## src/design/llc_voltage_compensator_top_defines.svh

```systemverilog
// Assertion helpers used by the top-level design file for its checks.
// Each macro expects signals named clk and rst_n in the enclosing scope.
`ifndef LLC_VOLTAGE_COMPENSATOR_TOP_DEFINES_SVH
`define LLC_VOLTAGE_COMPENSATOR_TOP_DEFINES_SVH

// Consequent must hold in the same cycle as the antecedent.
`define LLCVC_CHECK_NOW(lbl, ante, cons) \
    lbl: assert property (@(posedge clk) disable iff (!rst_n) (ante) |-> (cons)) \
        else $error("llcvc same-cycle check failed");

// Consequent must hold in the cycle after the antecedent.
`define LLCVC_CHECK_NEXT(lbl, ante, cons) \
    lbl: assert property (@(posedge clk) disable iff (!rst_n) (ante) |=> (cons)) \
        else $error("llcvc next-cycle check failed");

`endif

```

## src/design/llcvc_pkg.sv

```systemverilog
`timescale 1ns / 1ps

package llcvc_pkg;

    // Feed-forward gain and control word limits.
    localparam int FF_MIN   = 0;
    localparam int FF_MAX   = 2047;
    localparam int CTRL_MIN = 2600;
    localparam int CTRL_MAX = 25000;

    // Fixed compensator output window, applied before the limits above.
    localparam int Y_LOW  = 2600;
    localparam int Y_HIGH = 25000;

    // Error rate limit and error clamp.
    localparam int ERR_JUMP  = 100;
    localparam int ERR_STEP  = 50;
    localparam int ERR_LIMIT = 100;

    localparam int DIV_STEPS = 16;

    // Register indexes of the configuration port.
    localparam logic [2:0] REG_ERR_COEF_NOW  = 3'd0;
    localparam logic [2:0] REG_ERR_COEF_PREV = 3'd1;
    localparam logic [2:0] REG_ERR_COEF_OLD  = 3'd2;
    localparam logic [2:0] REG_OUT_COEF_PREV = 3'd3;
    localparam logic [2:0] REG_OUT_COEF_OLD  = 3'd4;
    localparam logic [2:0] REG_FF_SCALE      = 3'd5;
    localparam logic [2:0] REG_FF_OFFSET     = 3'd6;
    localparam logic [2:0] REG_PERIOD_CLOCK  = 3'd7;

    typedef enum logic [3:0] {
        ST_IDLE,
        ST_KFF,
        ST_A0,
        ST_A1,
        ST_B0,
        ST_B1,
        ST_B2,
        ST_GAIN,
        ST_LIMIT,
        ST_DIV_INIT,
        ST_DIV,
        ST_EMIT
    } llcvc_state_t;

    typedef enum logic [3:0] {
        OP_NONE,
        OP_LOAD,
        OP_KFF,
        OP_A0,
        OP_A1,
        OP_B0,
        OP_B1,
        OP_B2,
        OP_GAIN,
        OP_LIMIT,
        OP_DIV_INIT,
        OP_DIV,
        OP_EMIT
    } llcvc_op_t;

    typedef struct packed {
        llcvc_op_t op;
    } llcvc_cmd_t;

    typedef struct packed {
        logic out_free;
    } llcvc_status_t;

endpackage

```

## src/design/llc_voltage_compensator_top.sv

```systemverilog
`timescale 1ns / 1ps
// Voltage-loop compensator for a resonant converter.
// Input stream (s_axis_*): one request per control update carrying both
// ADC samples of the output voltage and the setpoint. Output stream
// (m_axis_*): one result per request with the control word, the period
// and duty register values and the four-point sample sum.
// Configuration channel (cfg_*): register index and data; it is always
// ready and should only be written while the block is idle.
// The work is set by one shared 32x17 multiplier used over seven steps
// and by a restoring divider that yields one quotient bit per cycle.
// One request is processed at a time.
// The output register frees the engine: a new request is accepted as
// soon as the previous one is finished, even if its result still waits
// to be taken. If the receiver stalls longer, the next result is held in
// the engine until the output register is free.
// Reset (rst_n low, asynchronous) clears the histories, restores the
// configuration defaults and drops all pending results.
`include "llc_voltage_compensator_top_defines.svh"

module llc_voltage_compensator_top
    import llcvc_pkg::*;
(
    input  logic        clk,
    input  logic        rst_n,
    input  logic        s_axis_tvalid,
    output logic        s_axis_tready,
    input  logic [39:0] s_axis_tdata,  // sample_a[11:0], sample_b[23:12], target[39:24]
    output logic        m_axis_tvalid,
    input  logic        m_axis_tready,
    output logic [63:0] m_axis_tdata,  // control_word[14:0], period_value[30:15],
                                       // duty_value[45:31], sample_sum[59:46], zero fill
    input  logic        cfg_valid,
    output logic        cfg_ready,
    input  logic [2:0]  cfg_index,
    input  logic [30:0] cfg_data
);

    llcvc_cmd_t    cmd;
    llcvc_status_t status;

    // Configuration writes are taken in any cycle.
    assign cfg_ready = 1'b1;

    llcvc_ctrl u_ctrl (
        .clk      (clk),
        .rst_n    (rst_n),
        .in_valid (s_axis_tvalid),
        .in_ready (s_axis_tready),
        .status   (status),
        .cmd      (cmd)
    );

    llcvc_datapath u_datapath (
        .clk       (clk),
        .rst_n     (rst_n),
        .cmd       (cmd),
        .status    (status),
        .in_data   (s_axis_tdata),
        .cfg_we    (cfg_valid && cfg_ready),
        .cfg_index (cfg_index),
        .cfg_data  (cfg_data),
        .out_valid (m_axis_tvalid),
        .out_ready (m_axis_tready),
        .out_data  (m_axis_tdata)
    );

    // The engine works on a single request: after acceptance it is busy.
    `LLCVC_CHECK_NEXT(a_one_at_a_time, s_axis_tvalid && s_axis_tready, !s_axis_tready)

    // A result never leaves the control word limits.
    `LLCVC_CHECK_NOW(a_ctrl_in_range, m_axis_tvalid,
        (m_axis_tdata[14:0] >= 15'(CTRL_MIN)) && (m_axis_tdata[14:0] <= 15'(CTRL_MAX)))

    // The period value is the duty value less eight.
    `LLCVC_CHECK_NOW(a_period_duty, m_axis_tvalid,
        m_axis_tdata[30:15] == ({1'b0, m_axis_tdata[45:31]} - 16'd8))

    // A result is only loaded when the output register is free.
    `LLCVC_CHECK_NOW(a_no_overwrite, cmd.op == OP_EMIT, !m_axis_tvalid || m_axis_tready)

endmodule

```

## src/design/llcvc_ctrl.sv

```systemverilog
`timescale 1ns / 1ps

module llcvc_ctrl
    import llcvc_pkg::*;
(
    input  logic          clk,
    input  logic          rst_n,
    input  logic          in_valid,
    output logic          in_ready,
    input  llcvc_status_t status,
    output llcvc_cmd_t    cmd
);

    llcvc_state_t state_reg, state_next;
    logic [3:0]   div_cnt_reg, div_cnt_next;

    always_ff @(posedge clk or negedge rst_n)
    begin
        if (!rst_n)
        begin
            state_reg   <= ST_IDLE;
            div_cnt_reg <= '0;
        end
        else
        begin
            state_reg   <= state_next;
            div_cnt_reg <= div_cnt_next;
        end
    end

    // Next state.
    always_comb
    begin
        state_next   = state_reg;
        div_cnt_next = div_cnt_reg;
        case (state_reg)
            ST_IDLE:
            begin
                if (in_valid)
                begin
                    state_next = ST_KFF;
                end
            end
            ST_KFF:      state_next = ST_A0;
            ST_A0:       state_next = ST_A1;
            ST_A1:       state_next = ST_B0;
            ST_B0:       state_next = ST_B1;
            ST_B1:       state_next = ST_B2;
            ST_B2:       state_next = ST_GAIN;
            ST_GAIN:     state_next = ST_LIMIT;
            ST_LIMIT:    state_next = ST_DIV_INIT;
            ST_DIV_INIT:
            begin
                state_next   = ST_DIV;
                div_cnt_next = '0;
            end
            ST_DIV:
            begin
                div_cnt_next = div_cnt_reg + 4'd1;
                if (div_cnt_reg == 4'(DIV_STEPS - 1))
                begin
                    state_next = ST_EMIT;
                end
            end
            ST_EMIT:
            begin
                if (status.out_free)
                begin
                    state_next = ST_IDLE;
                end
            end
            default: state_next = ST_IDLE;
        endcase
    end

    // Commands to the datapath.
    always_comb
    begin
        in_ready = 1'b0;
        cmd.op   = OP_NONE;
        case (state_reg)
            ST_IDLE:
            begin
                in_ready = 1'b1;
                if (in_valid)
                begin
                    cmd.op = OP_LOAD;
                end
            end
            ST_KFF:      cmd.op = OP_KFF;
            ST_A0:       cmd.op = OP_A0;
            ST_A1:       cmd.op = OP_A1;
            ST_B0:       cmd.op = OP_B0;
            ST_B1:       cmd.op = OP_B1;
            ST_B2:       cmd.op = OP_B2;
            ST_GAIN:     cmd.op = OP_GAIN;
            ST_LIMIT:    cmd.op = OP_LIMIT;
            ST_DIV_INIT: cmd.op = OP_DIV_INIT;
            ST_DIV:      cmd.op = OP_DIV;
            ST_EMIT:
            begin
                if (status.out_free)
                begin
                    cmd.op = OP_EMIT;
                end
            end
            default:     cmd.op = OP_NONE;
        endcase
    end

endmodule

```

## src/design/llcvc_datapath.sv

```systemverilog
`timescale 1ns / 1ps

module llcvc_datapath
    import llcvc_pkg::*;
(
    input  logic          clk,
    input  logic          rst_n,
    input  llcvc_cmd_t    cmd,
    output llcvc_status_t status,
    input  logic [39:0]   in_data,
    input  logic          cfg_we,
    input  logic [2:0]    cfg_index,
    input  logic [30:0]   cfg_data,
    output logic          out_valid,
    input  logic          out_ready,
    output logic [63:0]   out_data
);

    // Configuration registers.
    logic signed [15:0] coef_now_reg, coef_prev_reg, coef_old_reg;
    logic signed [15:0] ocoef_prev_reg, ocoef_old_reg;
    logic        [14:0] ff_scale_reg;
    logic signed [15:0] ff_offset_reg;
    logic        [30:0] period_clock_reg;

    // Loop state.
    logic signed [7:0]  err_last_reg, err_older_reg;
    logic signed [15:0] out_last_reg, out_older_reg;
    logic        [14:0] ctrl_last_reg;
    logic        [11:0] prev_a_reg, prev_b_reg;

    // Per-item working registers.
    logic signed [7:0]  err_reg;
    logic        [13:0] sum_reg;
    logic        [10:0] kff_reg;
    logic signed [31:0] acc_reg, acca_reg;
    logic        [14:0] y_reg, u_reg;
    logic        [14:0] rem_reg;
    logic        [15:0] quo_reg;
    logic               ovf_reg;

    // Result register.
    logic               out_valid_reg;
    logic        [14:0] out_ctrl_reg;
    logic        [15:0] out_period_reg;
    logic        [14:0] out_duty_reg;
    logic        [13:0] out_sum_reg;

    // Input decode and error shaping.
    logic        [11:0] smp_a, smp_b;
    logic signed [15:0] target;
    logic        [13:0] fb;
    logic signed [17:0] err_full, err_delta, err_lim;
    logic signed [7:0]  err_clamped;
    logic        [13:0] sum_full;

    assign smp_a  = in_data[11:0];
    assign smp_b  = in_data[23:12];
    assign target = $signed(in_data[39:24]);
    assign fb     = {(13'(smp_a) + 13'(smp_b)), 1'b0};
    assign sum_full = 14'(smp_a) + 14'(smp_b) + 14'(prev_a_reg) + 14'(prev_b_reg);

    always_comb
    begin
        err_full  = 18'(target) - $signed({4'b0, fb});
        err_delta = err_full - 18'(err_last_reg);
        if (err_delta > 18'(ERR_JUMP))
        begin
            err_lim = 18'(err_last_reg) + 18'(ERR_STEP);
        end
        else if (err_delta < -18'(ERR_JUMP))
        begin
            err_lim = 18'(err_last_reg) - 18'(ERR_STEP);
        end
        else
        begin
            err_lim = err_full;
        end
        if (err_lim > 18'(ERR_LIMIT))
        begin
            err_clamped = 8'(ERR_LIMIT);
        end
        else if (err_lim < -18'(ERR_LIMIT))
        begin
            err_clamped = -8'(ERR_LIMIT);
        end
        else
        begin
            err_clamped = err_lim[7:0];
        end
    end

    // Shared multiplier; only the low 32 bits of each product are kept.
    logic signed [31:0] mul_a;
    logic signed [16:0] mul_b;
    logic signed [48:0] mul_p;
    logic signed [31:0] mul_lo;

    always_comb
    begin
        mul_a = '0;
        mul_b = '0;
        case (cmd.op)
            OP_KFF:
            begin
                mul_a = $signed({17'b0, ctrl_last_reg});
                mul_b = $signed({2'b0, ff_scale_reg});
            end
            OP_A0:
            begin
                mul_a = 32'(ocoef_prev_reg);
                mul_b = 17'(out_last_reg);
            end
            OP_A1:
            begin
                mul_a = 32'(ocoef_old_reg);
                mul_b = 17'(out_older_reg);
            end
            OP_B0:
            begin
                mul_a = 32'(coef_now_reg);
                mul_b = 17'(err_reg);
            end
            OP_B1:
            begin
                mul_a = 32'(coef_prev_reg);
                mul_b = 17'(err_last_reg);
            end
            OP_B2:
            begin
                mul_a = 32'(coef_old_reg);
                mul_b = 17'(err_older_reg);
            end
            OP_GAIN:
            begin
                mul_a = acc_reg;
                mul_b = $signed({6'b0, kff_reg});
            end
            default:
            begin
                mul_a = '0;
                mul_b = '0;
            end
        endcase
    end

    assign mul_p  = 49'(mul_a) * 49'(mul_b);
    assign mul_lo = mul_p[31:0];

    // Feed-forward gain from the previous control word.
    logic signed [17:0] kff_raw;
    logic        [10:0] kff_clamped;

    always_comb
    begin
        kff_raw = $signed({3'b0, mul_p[29:15]}) - 18'(ff_offset_reg);
        if (kff_raw < 18'(FF_MIN))
        begin
            kff_clamped = 11'(FF_MIN);
        end
        else if (kff_raw > 18'(FF_MAX))
        begin
            kff_clamped = 11'(FF_MAX);
        end
        else
        begin
            kff_clamped = kff_raw[10:0];
        end
    end

    // Output scaling and limits.
    logic signed [31:0] comp_sum;
    logic signed [18:0] y_full;
    logic        [14:0] y_clamped, u_lo, u_clamped;

    always_comb
    begin
        comp_sum = (acc_reg >>> 7) + acca_reg;
        y_full   = comp_sum[31:13];
        if (y_full < 19'(Y_LOW))
        begin
            y_clamped = 15'(Y_LOW);
        end
        else if (y_full > 19'(Y_HIGH))
        begin
            y_clamped = 15'(Y_HIGH);
        end
        else
        begin
            y_clamped = y_full[14:0];
        end
        u_lo      = (y_clamped < 15'(CTRL_MIN)) ? 15'(CTRL_MIN) : y_clamped;
        u_clamped = (u_lo > 15'(CTRL_MAX)) ? 15'(CTRL_MAX) : u_lo;
    end

    // Restoring divider step, one quotient bit per cycle.
    logic [15:0] trial;
    logic        trial_ok;
    logic [15:0] trial_diff;

    assign trial      = {rem_reg, quo_reg[15]};
    assign trial_ok   = (trial >= {1'b0, u_reg});
    assign trial_diff = trial - {1'b0, u_reg};

    logic [15:0] quotient;
    logic [14:0] half;

    assign quotient = ovf_reg ? 16'hFFFF : quo_reg;
    assign half     = quotient[15:1];

    assign status.out_free = !out_valid_reg || out_ready;

    // Configuration and loop state, reset to their defined values.
    always_ff @(posedge clk or negedge rst_n)
    begin
        if (!rst_n)
        begin
            coef_now_reg     <= '0;
            coef_prev_reg    <= '0;
            coef_old_reg     <= '0;
            ocoef_prev_reg   <= '0;
            ocoef_old_reg    <= '0;
            ff_scale_reg     <= 15'd32767;
            ff_offset_reg    <= '0;
            period_clock_reg <= 31'd1000000;
            err_last_reg     <= '0;
            err_older_reg    <= '0;
            out_last_reg     <= '0;
            out_older_reg    <= '0;
            ctrl_last_reg    <= '0;
            prev_a_reg       <= '0;
            prev_b_reg       <= '0;
            out_valid_reg    <= 1'b0;
        end
        else
        begin
            if (cfg_we)
            begin
                case (cfg_index)
                    REG_ERR_COEF_NOW:  coef_now_reg     <= $signed(cfg_data[15:0]);
                    REG_ERR_COEF_PREV: coef_prev_reg    <= $signed(cfg_data[15:0]);
                    REG_ERR_COEF_OLD:  coef_old_reg     <= $signed(cfg_data[15:0]);
                    REG_OUT_COEF_PREV: ocoef_prev_reg   <= $signed(cfg_data[15:0]);
                    REG_OUT_COEF_OLD:  ocoef_old_reg    <= $signed(cfg_data[15:0]);
                    REG_FF_SCALE:      ff_scale_reg     <= cfg_data[14:0];
                    REG_FF_OFFSET:     ff_offset_reg    <= $signed(cfg_data[15:0]);
                    REG_PERIOD_CLOCK:  period_clock_reg <= cfg_data;
                    default:           period_clock_reg <= period_clock_reg;
                endcase
            end
            if (cmd.op == OP_LOAD)
            begin
                prev_a_reg <= smp_a;
                prev_b_reg <= smp_b;
            end
            if (cmd.op == OP_EMIT)
            begin
                err_older_reg <= err_last_reg;
                err_last_reg  <= err_reg;
                out_older_reg <= out_last_reg;
                out_last_reg  <= $signed({1'b0, y_reg});
                ctrl_last_reg <= u_reg;
                out_valid_reg <= 1'b1;
            end
            else if (out_ready)
            begin
                out_valid_reg <= 1'b0;
            end
        end
    end

    // Working and result registers.
    always_ff @(posedge clk)
    begin
        case (cmd.op)
            OP_LOAD:
            begin
                err_reg <= err_clamped;
                sum_reg <= sum_full;
            end
            OP_KFF:      kff_reg  <= kff_clamped;
            OP_A0:       acca_reg <= mul_lo;
            OP_A1:       acca_reg <= acca_reg + mul_lo;
            OP_B0:       acc_reg  <= mul_lo;
            OP_B1:       acc_reg  <= acc_reg + mul_lo;
            OP_B2:       acc_reg  <= acc_reg + mul_lo;
            OP_GAIN:     acc_reg  <= mul_lo;
            OP_LIMIT:
            begin
                y_reg <= y_clamped;
                u_reg <= u_clamped;
            end
            OP_DIV_INIT:
            begin
                ovf_reg <= (period_clock_reg[30:16] >= u_reg);
                rem_reg <= period_clock_reg[30:16];
                quo_reg <= period_clock_reg[15:0];
            end
            OP_DIV:
            begin
                rem_reg <= trial_ok ? trial_diff[14:0] : trial[14:0];
                quo_reg <= {quo_reg[14:0], trial_ok};
            end
            OP_EMIT:
            begin
                out_ctrl_reg   <= u_reg;
                out_period_reg <= {1'b0, half} - 16'd8;
                out_duty_reg   <= half;
                out_sum_reg    <= sum_reg;
            end
            default:
            begin
                kff_reg <= kff_reg;
            end
        endcase
    end

    assign out_valid = out_valid_reg;
    assign out_data  = {4'b0, out_sum_reg, out_duty_reg, out_period_reg, out_ctrl_reg};

endmodule

```

## config.mk

```make
export PLATFORM = sky130hd
export DESIGN_NAME = llc_voltage_compensator_top
export DESIGN_NICKNAME = d
export VERILOG_FILES = /design/src/design/llcvc_pkg.sv /design/src/design/llc_voltage_compensator_top.sv /design/src/design/llcvc_ctrl.sv /design/src/design/llcvc_datapath.sv
export VERILOG_INCLUDE_DIRS = /design/src /design/src/design
export SDC_FILE = /design/constraint.sdc
export NUM_CORES = 2
export LEC_CHECK = 0
export ABC_AREA = 1
export CORE_MARGIN = 2
export CORE_UTILIZATION = 45
export CTS_CLUSTER_SIZE = 30
export DETAILED_ROUTE_END_ITERATION = 8
export DONT_BUFFER_PORTS = 1
export GPL_TIMING_DRIVEN = 0
export SLEW_MARGIN = 20
export SYNTH_ARGS = -nofsm -noshare
export SYNTH_HDL_FRONTEND = slang
export SYNTH_SLANG_ARGS = --single-unit
```

## constraint.sdc

```tcl
create_clock -name clk -period 9.66 [get_ports clk]
set_input_delay 1.932 -clock clk [delete_from_list [all_inputs] [get_ports clk]]
set_output_delay 1.932 -clock clk [all_outputs]
set_load 0.02 [all_outputs]
```

# Word-level counts from Yosys, hierarchy flattened
# Cells that the tools add are included.
[totals]
ff_bits = 455
latchBits = 0
ram_bits = 0
romBits = 0
inputBits = 79
output_inout_bits = 67
memories = 0
[op_classes]
add_sub_neg = 15
multipliers = 1
div = 0
magnitude_cmp = 12
eq_ne = 34
n_shift = 0
mux = 26
bitwise = 0
reduce_logical = 21
[ops]
columns = ["cell", "count"]
rows = [
  ["32-bit one-hot mux with 7 select lines", 1],
  ["32-bit one-hot mux with 2 select lines", 2],
  ["17-bit one-hot mux with 7 select lines", 1],
  ["4-bit one-hot mux with 12 select lines", 2],
  ["32-bit adder", 2],
  ["15-bit two-way mux", 4],
  ["4-bit equality test, second input constant", 10],
  ["18-bit by 8-bit greater-than comparator with 1-bit output, second input constant", 2],
  ["18-bit by 8-bit less-than comparator with 1-bit output, second input constant", 2],
  ["18-bit two-way mux", 2],
  ["25-bit by 32-bit adder with 32-bit output", 1],
  ["4-bit by 3-bit equality test with 1-bit output, second input constant", 8],
  ["32-bit by 17-bit multiplier with 32-bit output", 1],
  ["16-bit one-hot mux with 2 select lines", 1],
  ["15-bit one-hot mux with 2 select lines", 1],
  ["14-bit by 12-bit adder with 14-bit output", 2],
  ["12-bit by 12-bit adder with 13-bit output", 2],
  ["19-bit by 16-bit greater-than comparator with 1-bit output, second input constant", 1],
  ["19-bit by 13-bit less-than comparator with 1-bit output, second input constant", 1],
  ["18-bit by 12-bit greater-than comparator with 1-bit output, second input constant", 1],
  ["18-bit by 1-bit less-than comparator with 1-bit output, second input constant", 1],
  ["17-bit by 8-bit subtractor with 18-bit output", 1],
  ["16-bit by 15-bit subtractor with 17-bit output", 1],
  ["16-bit by 16-bit subtractor with 17-bit output", 1],
  ["30 further kinds", 58],
]

# Longest topological paths before layout
[depth]
word_depth = 10
mapped_depth = 53
ltp_nobuf = 51

# Modules after synthesis
# Synthesis repeated with hierarchy kept, for this count alone.
[hier_totals]
hier_cells = 5267
area_unflattened_um2 = 41846.4
[by_module_without_submodules]
columns = ["mod", "instances", "cells_per_inst", "area_per_inst_um2", "seq_area_each_um2"]
rows = [
  ["llcvc_datapath", 1, 5192, 41338.4, 12219.2],
  ["llcvc_ctrl", 1, 73, 496.7, 200.2],
  ["llc_voltage_compensator_top", 1, 2, 11.3, 0.0],
]

# Worst setup path before layout
# Ideal clock, no wire load.
[synth_path]
path_type = "register to register"
startpoint = "reg u_ctrl.state_reg[3]"
endpoint = "reg u_datapath.kff_reg[0], data pin"
setup_ps = 250
t_arrival_ps = 9395
slack_ps = 15
stages_incl_launch_ff = 47
path_buffers = 4
cell_sequence = "dfrtp_1 > nor2_4 > nand2_1 > inv_2 > buf_2 > buf_1 > a22o_1 > a211oi_1 > and2_1 > inv_1 > clkbuf_1 > nand2_1 > fa_1 > inv_1 > fa_1 > inv_1 > fa_1 > inv_1 > (+11 left out) > o21a_1 > o21ai_0 > inv_1 > o21ai_0 > xor2_1 > ha_1 > nand2_1 > o21ai_0 > nor2_1 > o21ai_0 > a21oi_1 > o21bai_1 > or2_2 > a21oi_1 > clkbuf_1 > nand3_1 > nand2_1 > inv_1"
[synth_via]
elab_chain_cells = 8
[synth_lines]
columns = ["element", "line", "rtl"]
rows = [
  ["start, declared", "llcvc_ctrl.sv:14", "llcvc_state_t state_reg, state_next;"],
  ["start signal, assigned", "llcvc_ctrl.sv:26", "state_reg <= state_next;"],
  ["4-bit equality test, or another cell as far along", "llcvc_ctrl.sv:81", "case (state_reg)"],
  ["4-bit one-hot mux with 12 select lines (*)", "llcvc_ctrl.sv:81", ""],
  ["4-bit equality test, or another cell as far along", "llcvc_datapath.sv:103", "case (cmd.op)"],
  ["32-bit one-hot mux with 7 select lines or 17-bit one-hot mux with 7 select lines (tied branches)", "llcvc_datapath.sv:103", ""],
  ["32-bit by 17-bit multiplier with 32-bit output (*)", "llcvc_datapath.sv:147", "assign mul_p = 49'(mul_a) * 49'(mul_b);"],
  ["16-bit by 16-bit subtractor with 17-bit output (*)", "llcvc_datapath.sv:156", "kff_raw = $signed({3'b0, mul_p[29:15]}) - 18'(ff_offset_reg);"],
  ["18-bit by 12-bit greater-than comparator with 1-bit output", "llcvc_datapath.sv:161", "else if (kff_raw > 18'(FF_MAX))"],
  ["11-bit two-way mux", "llcvc_datapath.sv:161", ""],
  ["end signal, assigned", "llcvc_datapath.sv:281", "OP_KFF: kff_reg <= kff_clamped;"],
  ["end signal, assigned", "llcvc_datapath.sv:313", "kff_reg <= kff_reg;"],
  ["end, declared", "llcvc_datapath.sv:35", "logic [10:0] kff_reg;"],
]
# Every way passes the cells marked *; elsewhere a longest branch is shown, timed or not.
# A chain may end at the register's enable or synchronous reset.

# Worst setup path in the final report
[layout_path]
startpoint = "reg u_ctrl.state_reg[2]"
endpoint = "reg u_datapath.acc_reg[31], data pin"
[layout_via]
elab_chain_cells = 7
[layout_lines]
columns = ["element", "line", "rtl"]
rows = [
  ["4-bit equality test, or another cell as far along", "llcvc_ctrl.sv:81", ""],
  ["4-bit one-hot mux with 12 select lines (*)", "llcvc_ctrl.sv:81", ""],
  ["4-bit equality test, or another cell as far along", "llcvc_datapath.sv:103, llcvc_datapath.sv:275", ""],
  ["32-bit one-hot mux with 7 select lines or 17-bit one-hot mux with 7 select lines (tied branches)", "llcvc_datapath.sv:103", ""],
  ["32-bit by 17-bit multiplier with 32-bit output", "llcvc_datapath.sv:147", ""],
  ["32-bit adder", "llcvc_datapath.sv:285, llcvc_datapath.sv:286", ""],
  ["32-bit one-hot mux with 2 select lines (*)", "llcvc_datapath.sv:275", "case (cmd.op)"],
  ["end signal, assigned", "llcvc_datapath.sv:285", "OP_B1: acc_reg <= acc_reg + mul_lo;"],
  ["end signal, assigned", "llcvc_datapath.sv:286", "OP_B2: acc_reg <= acc_reg + mul_lo;"],
  ["end signal, assigned", "llcvc_datapath.sv:287", "OP_GAIN: acc_reg <= mul_lo;"],
  ["end, declared", "llcvc_datapath.sv:36", "logic signed [31:0] acc_reg, acca_reg;"],
]
# Marked as above.

==> results.json <==
{
  "hold_viol_final": 0,
  "fin_crit_ps": 9400,
  "gr-usage-all-layers_pct": 27.9,
  "clk_latency_ps": 620,
  "path_class": "flop to flop",
  "die_w_um": 307,
  "postSynthCellCount": 5214,
  "antenna_found_initial": 3,
  "crit_top_cell": "nand2_1",
  "timing.slew.headroom_pct": 28.3,
  "drcViolationCount": 0,
  "wl_per_cell_um": 19.9,
  "worstMarginPinSlew_ps": 1070,
  "arrival_ps": 9750,
  "clk_pin_slew_ps": 70,
  "hpwl_mm": 102,
  "yosysMostFrequentCell": "nand2_1",
  "cap_violations": 0,
  "ioPinCount": 146,
  "syn_area_um2": 41300,
  "ys_seq_area_share_pct": 30.1,
  "place_congestion": 0.932,
  "status": "complete, no violations",
  "htreeDepth": 2,
  "period_share_pct": 97.3,
  "numPortBuffers": 0,
  "initial_core_util_pct": 45.2,
  "synth_common_cells": "1377 x nand2_1, 1078 x inv_1, 428 x o21ai_0",
  "hold_path.class": "flop to flop",
  "ys_types": 55,
  "worstPathRequired_ps": 10010,
  "fmax_mhz": 106,
  "finalInstanceArea_um2": 47000,
  "firstDrtPassIters": 6,
  "grt_start_max_net_pins": 237,
  "final_layout_size_suffix_gt1_share_pct": 9.29,
  "timing.hold.ws_ps": 417,
  "grt_overflow": 0,
  "syn2layout_area_growth_pct": 13.9,
  "path_max_fanout": 12,
  "cts_tree": "built",
  "dieArea_um2": 94100,
  "placed_area_um2": 42900,
  "critPathCaptureType": "flop",
  "drt-vias-per-instance": 5.35,
  "yosysWarnings": 0,
  "vias": 35300,
  "initialDrtViolationCount": 3146,
  "rows": 111,
  "cpPeakStageDelay_ps": 510,
  "die_y_um": 307,
  "clk_path_buf_depth": 3,
  "fin_nets": 6080,
  "maxSlewViolCount": 0,
  "synth-seq-cells": 452,
  "skew_ps": 36.9,
  "postRouteAntennaNets": 0,
  "async_flop_share_pct": 52.2,
  "clock-sinks": 452,
  "cts_made_buffers": 49,
  "cts_hold_buf": 0,
  "core_area_um2": 91200,
  "synth_top_cell_by_area": "fa_1",
  "rsz0062_at_grt": "yes",
  "synth_edf_count": 216,
  "grt_pass1_wl_mm": 202,
  "synth.avg_cell_area_um2": 7.91,
  "routed_wl_mm": 131,
  "yosys-top-cells-area": "fa_1 16%, edfxtp_1 16%, dfrtp_1 13%, nand2_1 13%, inv_1 9.8%",
  "worstSetupStartpointType": "flop",
  "cts_root_buffer": "clkbuf_16",
  "grt_pass1_vias": 34300,
  "ys.flop_type": "edfxtp_1",
  "synth_top_area_share_pct": 16.4,
  "setup_viol": 0,
  "slowest_stage": "fa_1"
}
-- critical path: cells and delay by family (launching register included) --
kind	cells	cell delay [ps]
compound gates	2	480
xor+xnor	1	180
fa+ha+maj	8	3690
buf+inv	15	1730
flops	1	410
simple gates	22	2610
-- layer usage --
metal	up-vias	track usage [%]	wire length, µm
li1	16700	-	-
met1	17100	39.4	57000
met2	1234	44.1	59100
met3	220	4.07	10600
met4	4	9.22	4710
met5	-	0	27
-- per-stage QoR --
step	setup slack (ps)	cells	setup TNS [ps]	util (%)
after floorplan	14.8	5217	0	-
after global placement	-3740	6403	-135690	46.9
after detailed placement	-2990	6407	-96980	47.0
after CTS	0.967	6573	0	50.5
after global routing	-89.5	6599	-487	51.5
final	259	6600	0	51.5
-- cell families after synthesis --
group                      count (synthesis)  synth area share, %
AOI/OAI and AO/OA                        837                 11.2
xor gates and xnor gates                 148                 3.16
adders and majority gates                629                 25.2
buffers and inverters                   1247                 11.5
DFF                                      452                 30.1
other                                      2               0.0182
and+or+nand+nor                         1899                 18.8
-- area by class of cell --
cell class | count | area [µm²]
fill | 8666 | 44300
buffer | 154 | 991
inverter | 1091 | 4130
multi-input combinational | 3518 | 25300
clock inverter | 22 | 262
tap | 1186 | 1480
timing repair buffer | 106 | 1010
antenna | 1 | 2.50
sequential | 452 | 12400
clock buffer | 70 | 1350
-- worst paths after layout --
| kind | to | startpoint | cells past startpoint | slack, ps |
|---|---|---|---|---|
| worst max-delay path | u_datapath.acc_reg[31]$_DFFE_PP_ | u_ctrl.state_reg[2]$_DFFE_PN0P_ | 48 | 260 |
| worst min-delay path | u_datapath.out_sum_reg[8]$_DFFE_PP_ | u_datapath.sum_reg[8]$_DFFE_PN_ | 0 | 420 |
| worst max register to register | u_datapath.acc_reg[31]$_DFFE_PP_ | u_ctrl.state_reg[2]$_DFFE_PN0P_ | 48 | 260 |
| worst min register to register | u_datapath.out_sum_reg[8]$_DFFE_PP_ | u_datapath.sum_reg[8]$_DFFE_PN_ | 0 | 420 |
| max in group asynchronous | u_datapath.coef_prev_reg[10]$_DFFE_PN0P_ | rst_n | 0 | 7920 |
| min in group asynchronous | u_datapath.prev_a_reg[9]$_DFFE_PN0N_ | rst_n | 0 | 1010 |
-- cell usage in the layout (no fill, tap or decap), drive strengths merged, types with 26 or more instances in the layout --
cell / instances
a21oi: 252
a22o: 26
buf: 158
clkbuf: 172
dfrtp: 214
edfxtp: 216
fa: 339
ha: 290
inv: 1089
nand2: 1392
nand3: 156
nand4: 44
nor2: 210
nor3: 30
o21ai: 429
xnor2: 50
xor2: 98
-- repair_timing --
| action | in CTS | in global routing |
|---|---|---|
| setup endpoints to repair | 55 | 32 |
| cloned | 1 | 0 |
| resized for setup | 248 | 186 |
| buffers inserted | 75 | 26 |
| pin swaps | 41 | 48 |
Power is left out: the tool's default activity adds up to more than one toggle a clock period on the data nets, which glitch-free logic cannot reach.
